`src/hdl/history_indexed_branch_target_buffer_assert.svh`:
```
// assertion macros for the history-indexed branch target buffer
`ifndef HISTORY_INDEXED_BRANCH_TARGET_BUFFER_ASSERT_SVH
`define HISTORY_INDEXED_BRANCH_TARGET_BUFFER_ASSERT_SVH

// same-cycle implication, checked out of reset
`define HIBTB_ASSERT_NOW(label, clk, rst, cond, prop, msg) \
   label: assert property (@(posedge clk) disable iff (rst) (cond) |-> (prop)) \
      else $error(msg);

// next-cycle implication, checked out of reset
`define HIBTB_ASSERT_NEXT(label, clk, rst, cond, prop, msg) \
   label: assert property (@(posedge clk) disable iff (rst) (cond) |=> (prop)) \
      else $error(msg);

`endif

```
`src/hdl/hibtb_pkg.sv`:
```
// shared sizes, types and helpers of the history-indexed branch target buffer
package hibtb_pkg;

   localparam int SETS          = 128;
   localparam int WAYS          = 4;
   localparam int HISTORY_BITS  = 7;
   localparam int TAG_BITS      = 32;
   localparam int ADDR_BITS     = 64;
   localparam int LEN_BITS      = 4;
   localparam int SET_BITS      = (SETS > 1) ? $clog2(SETS) : 1;
   localparam int WAY_BITS      = (WAYS > 1) ? $clog2(WAYS) : 1;
   localparam int REQ_DATA_RAW  = 2 * ADDR_BITS + 1 + LEN_BITS;
   localparam int REQ_DATA_BITS = ((REQ_DATA_RAW + 7) / 8) * 8;
   localparam int RSP_DATA_RAW  = 1 + ADDR_BITS + 1;
   localparam int RSP_DATA_BITS = ((RSP_DATA_RAW + 7) / 8) * 8;

   localparam logic KIND_OTHER    = 1'b0;
   localparam logic KIND_INDIRECT = 1'b1;

   // one set: valid bits, recency ranks (0 = most recent), tags and targets
   typedef struct packed {
      logic [WAYS-1:0]                valid;
      logic [WAYS-1:0][WAY_BITS-1:0]  age;
      logic [WAYS-1:0][TAG_BITS-1:0]  tag;
      logic [WAYS-1:0][ADDR_BITS-1:0] target;
   } row_type;

   typedef struct packed {
      logic                en;
      logic [SET_BITS-1:0] addr;
   } wr_req_type;

   typedef struct packed {
      logic                 hit;
      logic [ADDR_BITS-1:0] pred;
      logic                 correct;
   } lookup_type;

   // contents of a set after reset: nothing valid, way w has rank w
   function automatic row_type reset_row();
      row_type r;
      r = '0;
      for (int w = 0; w < WAYS; w++) begin
         r.age[w] = WAY_BITS'(w);
      end
      return r;
   endfunction

endpackage

```
`src/hdl/hibtb_way_logic.sv`:
```
// tag match, victim choice and recency update for one set
module hibtb_way_logic (
   input  hibtb_pkg::row_type                   row,
   input  logic [hibtb_pkg::TAG_BITS-1:0]       tag,
   input  logic [hibtb_pkg::ADDR_BITS-1:0]      fall,
   input  logic [hibtb_pkg::ADDR_BITS-1:0]      actual,
   output hibtb_pkg::lookup_type                lookup,
   output hibtb_pkg::row_type                   new_row
);

   always_comb begin
      logic                           found;
      logic                           inv_found;
      logic [hibtb_pkg::WAY_BITS-1:0] hit_way;
      logic [hibtb_pkg::WAY_BITS-1:0] inv_way;
      logic [hibtb_pkg::WAY_BITS-1:0] lru_way;
      logic [hibtb_pkg::WAY_BITS-1:0] sel;
      logic [hibtb_pkg::WAY_BITS-1:0] old_age;

      found     = 1'b0;
      inv_found = 1'b0;
      hit_way   = '0;
      inv_way   = '0;
      lru_way   = '0;

      // first valid way whose tag matches
      for (int w = 0; w < hibtb_pkg::WAYS; w++) begin
         if (!found && row.valid[w] && row.tag[w] == tag) begin
            found   = 1'b1;
            hit_way = hibtb_pkg::WAY_BITS'(w);
         end
      end

      // lowest invalid way, else the oldest rank
      for (int w = 0; w < hibtb_pkg::WAYS; w++) begin
         if (!inv_found && !row.valid[w]) begin
            inv_found = 1'b1;
            inv_way   = hibtb_pkg::WAY_BITS'(w);
         end
      end
      for (int w = 1; w < hibtb_pkg::WAYS; w++) begin
         if (row.age[w] > row.age[lru_way]) begin
            lru_way = hibtb_pkg::WAY_BITS'(w);
         end
      end

      sel     = found ? hit_way : (inv_found ? inv_way : lru_way);
      old_age = row.age[sel];

      new_row = row;
      for (int w = 0; w < hibtb_pkg::WAYS; w++) begin
         if (row.age[w] < old_age) begin
            new_row.age[w] = hibtb_pkg::WAY_BITS'(row.age[w] + 1'b1);
         end
      end
      new_row.age[sel]    = '0;
      new_row.valid[sel]  = 1'b1;
      new_row.tag[sel]    = tag;
      new_row.target[sel] = actual;

      lookup.hit     = found;
      lookup.pred    = found ? row.target[hit_way] : fall;
      lookup.correct = lookup.pred == actual;
   end

endmodule
```
`config.mk`:
```
export PLATFORM = sky130hd
export DESIGN_NAME = hibtb_way_logic
export DESIGN_NICKNAME = d
export VERILOG_FILES = /design/src/hdl/history_indexed_branch_target_buffer_assert.svh /design/src/hdl/hibtb_pkg.sv /design/src/hdl/hibtb_way_logic.sv
export SDC_FILE = /design/constraint.sdc
export NUM_CORES = 1
export LEC_CHECK = 0
export BUFFER_PORTS_ARGS = -buffer_cell sky130_fd_sc_hd__buf_2
export CAP_MARGIN = 20
export CORE_AREA = 3 3 397 399
export DETAILED_ROUTE_END_ITERATION = 10
export DIE_AREA = 0 0 400 402
export PLACE_DENSITY = 0.32
export SETUP_SLACK_MARGIN = 0.02
export SLEW_MARGIN = 40
export SYNTH_ARGS = -nofsm -noshare
export SYNTH_HDL_FRONTEND = slang
export SYNTH_SLANG_ARGS = --single-unit
export TNS_END_PERCENT = 100
```
`constraint.sdc`:
```
create_clock -name vclk -period 6.5
set_input_delay 0.325 -clock vclk [all_inputs]
set_output_delay 0.325 -clock vclk [all_outputs]
set_load 0.01 [all_outputs]
```
# After elaboration in Yosys (flattened, before gate mapping)

Index checks and enable logic that the tools add are counted.

Eq/ne operators: 5
Add/sub/neg operators: 4
Mux-type cells: 42
$lt $le $gt $ge: 12
Reductions and logical operators: 19
Bitwise operators: 3

Operator list:

| cell                  | number |
|---|---|
| $bwmux W256           | 1 |
| $mux W64              | 3 |
| $bmux W64 S2          | 1 |
| $bwmux W128           | 1 |
| $demux W64 S2         | 1 |
| $eq A32 B32 Y1        | 4 |
| $demux W32 S2         | 1 |
| $eq A64 B64 Y1        | 1 |
| $mux W2               | 16 |
| $mux W32              | 1 |
| $bmux W2 S2           | 3 |
| $lt A2 B3 Y1 const B  | 4 |
| $mux W1               | 12 |
| $logic_and A1 B1 Y1   | 11 |
| $add A2 B1 Y2 const B | 4 |
| $and A8 B8 Y8         | 1 |
| $logic_not A1 Y1      | 8 |
| $lt A2 B2 Y1          | 4 |
| $not A8 Y8            | 1 |
| $gt A2 B2 Y1          | 3 |
| $demux W2 S2          | 1 |
| $or A4 B4 Y4          | 1 |
| $demux W1 S2          | 1 |
| $ge A2 B1 Y1 const B  | 1 |

Register bits: 0
Output and inout bits: 462
Input bits: 556

# Longest topological paths before layout

Depth after elaboration: 22
Depth in mapped cells: 24
Mapped depth without buffers: 23

# Worst setup path after synthesis

Ideal clock, no wire load.

Path type: input port to output port
Start: input port row[385] in the netlist's numbering
End: output port new_row[191] in the netlist's numbering
Path buffers: 3
Required time: 6.175 ns
Setup slack: 1.838 ns
Data arrival time: 4.337 ns
Cell stages on the path: 21
Cells stage by stage: inv_1 -> ha_1 -> o22ai_1 -> o21ai_0 -> ha_1 -> nor2b_1 -> a2bb2oi_1 -> nor2_1 -> a21oi_1 -> ha_1 -> nor2b_1 -> o21ai_0 -> nand4_1 -> o221a_2 -> o21ai_0 -> a21oi_1 -> nor2b_1 -> clkbuf_1 -> clkbuf_1 -> clkbuf_1 -> mux2_2

RTL lines:

| what               | RTL line             | text |
|---|---|---|
| start: declaration | hibtb_way_logic.sv:3 | `input hibtb_pkg::row_type row,` |
| end: declaration   | hibtb_way_logic.sv:8 | `output hibtb_pkg::row_type new_row` |

==> metrics list <==
* Status: completed
* Achievable Freq: about 0.17 GHz
- Summing over every cut layer, the via total after detailed routing is between 15k and 20k.
* Clock buf count: 0
- Number of endpoints with negative hold slack in the final report: 0
- Measured against its own limit, the worst slew margin works out to a little over two fifths.
- After layout, the worst path uses between 90 and 100% of the clock period.
- Number of gates given a new drive strength after cts: 0
* Area of the placeable core: between 150000 and 200000 µm²
- Data arrival time of the critical path: around 5.7 ns
- Routability congestion estimate: approximately 0.9
- Sequential element share of the synthesized area: 0%
- # port buffers: slightly above 1k
- During synthesis, Yosys emitted a total of 0 warnings.
* Width of the chip: 400 µm
- Sum of net half-perimeters after detailed placement: 139000 µm
- Sum Neg Setup Slack: 0 ns
- The via count of the first global-routing pass is 17.9k.
- WL final: 159000 µm
- Setup repair after global routing left no endpoint under its margin.
* Buffers inserted during post-CTS setup optimization: 0
- Commonest non-fill, non-tap cells in the layout: sky130_fd_sc_hd__buf_2 (1018), sky130_fd_sc_hd__nand2_1 (352), sky130_fd_sc_hd__mux2_2 (275)
* Total area of sequential cells: 0 µm²
- TritonRoute pass-1 iters: 5
- Via/cell ratio: around 3.9
- After detailed routing, the average wire length per cell comes to 34.4 µm.
- In the synthesized netlist, the number of instances is roughly 1.6k.
- Final Setup Violations: 0
- After floorplanning, the core was divided into between 100 and 150 placement rows.
- Number of buffers added to fix hold violations after cts: 0
- Number of distinct library cells after synthesis: 75
- The number of antenna violations at the first check in global routing came to roughly 110.
* FF+latch count: 0
* CP required: roughly 6 ns
- Initial core utilization: roughly 7%
* Antenna violation net count after detailed routing: 0
- Along the worst path, the maximum fanout reaches 8.
- In the global route stage, overall resource usage came out at a little under a fifth.
* Number of max-capacitance violations reported: 0
- Pin placement for this block handled 1018 I/O pins.
* Pins over their slew limit: 0
- Number of nets in the layout: 3126
* Vert. Die Dim: 402 µm
- Launching element type of the critical path: input port
* Post-synthesis area per instance: roughly 6.7 µm²
* Critical path type: in2out
- The first global-routing pass estimated a little under 200000 µm of wire.
* Leading cell type in the layout, fill and taps excluded: sky130_fd_sc_hd__buf_2
- The min-delay analysis places its worst path in the category in2out.
- For this run, design rule violations remaining after detail routing come to 0.
- Hold timing on the final database bottoms out at a slack of slightly below 1 ns.
* Post-synth design cell area: about 11000 µm²
* Pin slew with the least headroom to its limit: between 0.8 and 0.9 ns
- Entering global routing, the biggest net connects between 80 and 90 pins.
- Synthesis produced a netlist with a net count of 2187.
- For this block, the initial DRC count from the detailed router was 1430.
- The total overflow left after global routing is 0.
- The die covers 161000 µm².
* Syn-to-layout area delta: 71.9%
- In the final layout, the share of cells above drive strength 1 is a little under three fifths.
- Clock period minus worst slack: between 6 and 7 ns
- The worst setup path is captured at an output port.
==> routing by layer <==
| layer | vias to the layer above | GRT usage, % | part of all wire (%) |
|---|---|---|---|
| met5 | - | 0 | 0.047 |
| met4 | 12 | 2.20 | 1.8 |
| met3 | 209 | 2.32 | 5.7 |
| met2 | 1119 | 34.3 | 51 |
| met1 | 9005 | 23.5 | 42 |
| li1 | 7879 | - | - |
==> worst max-delay path, stage by stage <==
cell	delay, ns
sky130_fd_sc_hd__buf_2	0.31
sky130_fd_sc_hd__xor2_1	0.18
sky130_fd_sc_hd__nor4_1	0.53
sky130_fd_sc_hd__nand4_1	0.26
sky130_fd_sc_hd__or4_4	0.66
sky130_fd_sc_hd__a31oi_4	0.34
sky130_fd_sc_hd__buf_4	0.25
sky130_fd_sc_hd__o221ai_2	0.12
sky130_fd_sc_hd__and3_1	0.21
sky130_fd_sc_hd__nor4b_2	0.67
sky130_fd_sc_hd__nand4_1	0.16
sky130_fd_sc_hd__or4_1	0.85
sky130_fd_sc_hd__nor4_2	0.55
sky130_fd_sc_hd__buf_2	0.23
==> layout make-up <==
type / instances / area [µm²]
Fill cell: 18300 / 135000
Antenna cell: 17 / 42.5
Tap cell: 2044 / 2560
Inverter: 55 / 206
Timing Repair Buffer: 1087 / 5800
Multi-Input combinational cell: 1419 / 10200
==> cell families (layout without fill, tap and decap cells) <==
logic type               Yosys count  in the layout  synth area share [%]
AND/OR/NAND/NOR                  669            669                  29.8
buffers and inverters            205           1142                  8.29
adder cells (fa/ha/maj)            8              8                 0.891
multiplexers                     280            280                  28.7
XOR/XNOR                         153            153                  12.2
AO/OA/AOI/OAI                    309            309                  20.1
other                              0             17                     0
==> worst paths after layout <==
check / startpoint / to / slack (ns) / depth (start not counted)
max: tag[31] / lookup[0] / 0.49 / 14
min: row[274] / new_row[274] / 0.97 / 4
==> cell usage after synthesis (6+ instances only) <==
cell type | n | area, µm²
sky130_fd_sc_hd__a211o_1 | 7 | 61.3
sky130_fd_sc_hd__a211oi_1 | 10 | 75.1
sky130_fd_sc_hd__a21o_1 | 8 | 60.1
sky130_fd_sc_hd__a21oi_1 | 31 | 155
sky130_fd_sc_hd__a221oi_1 | 26 | 228
sky130_fd_sc_hd__a22oi_1 | 9 | 67.6
sky130_fd_sc_hd__a311oi_1 | 9 | 78.8
sky130_fd_sc_hd__and2_1 | 10 | 62.6
sky130_fd_sc_hd__and3_1 | 21 | 131
sky130_fd_sc_hd__buf_2 | 66 | 330
sky130_fd_sc_hd__clkbuf_1 | 69 | 259
sky130_fd_sc_hd__ha_1 | 7 | 87.6
sky130_fd_sc_hd__inv_1 | 55 | 206
sky130_fd_sc_hd__mux2_2 | 275 | 3100
sky130_fd_sc_hd__nand2_1 | 353 | 1330
sky130_fd_sc_hd__nand2b_1 | 11 | 68.8
sky130_fd_sc_hd__nand3_1 | 48 | 240
sky130_fd_sc_hd__nand4_1 | 64 | 400
sky130_fd_sc_hd__nor2_1 | 37 | 139
sky130_fd_sc_hd__nor3_1 | 20 | 100
sky130_fd_sc_hd__nor3b_1 | 9 | 67.6
sky130_fd_sc_hd__nor4_1 | 47 | 294
sky130_fd_sc_hd__o2111ai_1 | 17 | 149
sky130_fd_sc_hd__o211ai_1 | 6 | 45.0
sky130_fd_sc_hd__o21ai_0 | 85 | 425
sky130_fd_sc_hd__o221ai_1 | 10 | 87.6
sky130_fd_sc_hd__o221ai_2 | 6 | 90.1
sky130_fd_sc_hd__o22ai_1 | 32 | 200
sky130_fd_sc_hd__o311ai_0 | 6 | 52.6
sky130_fd_sc_hd__o32ai_1 | 6 | 52.6
sky130_fd_sc_hd__or2_2 | 7 | 43.8
sky130_fd_sc_hd__xnor2_1 | 46 | 403
sky130_fd_sc_hd__xor2_1 | 107 | 937
==> per-stage QoR <==
step / cell area, µm² / setup WS (ns) / instances / utilization (%)
2_1_floorplan: 11000 / 1.84 / 1624 / -
3_3_place_gp: 18700 / 0.0420 / 4603 / 12.1
3_5_place_dp: 18800 / 0.468 / 4605 / 12.2
4_1_cts: 18800 / 0.437 / 4605 / 12.2
5_1_grt: 18800 / 0.305 / 4609 / 12.2
6_report: 18800 / 0.488 / 4622 / 12.2
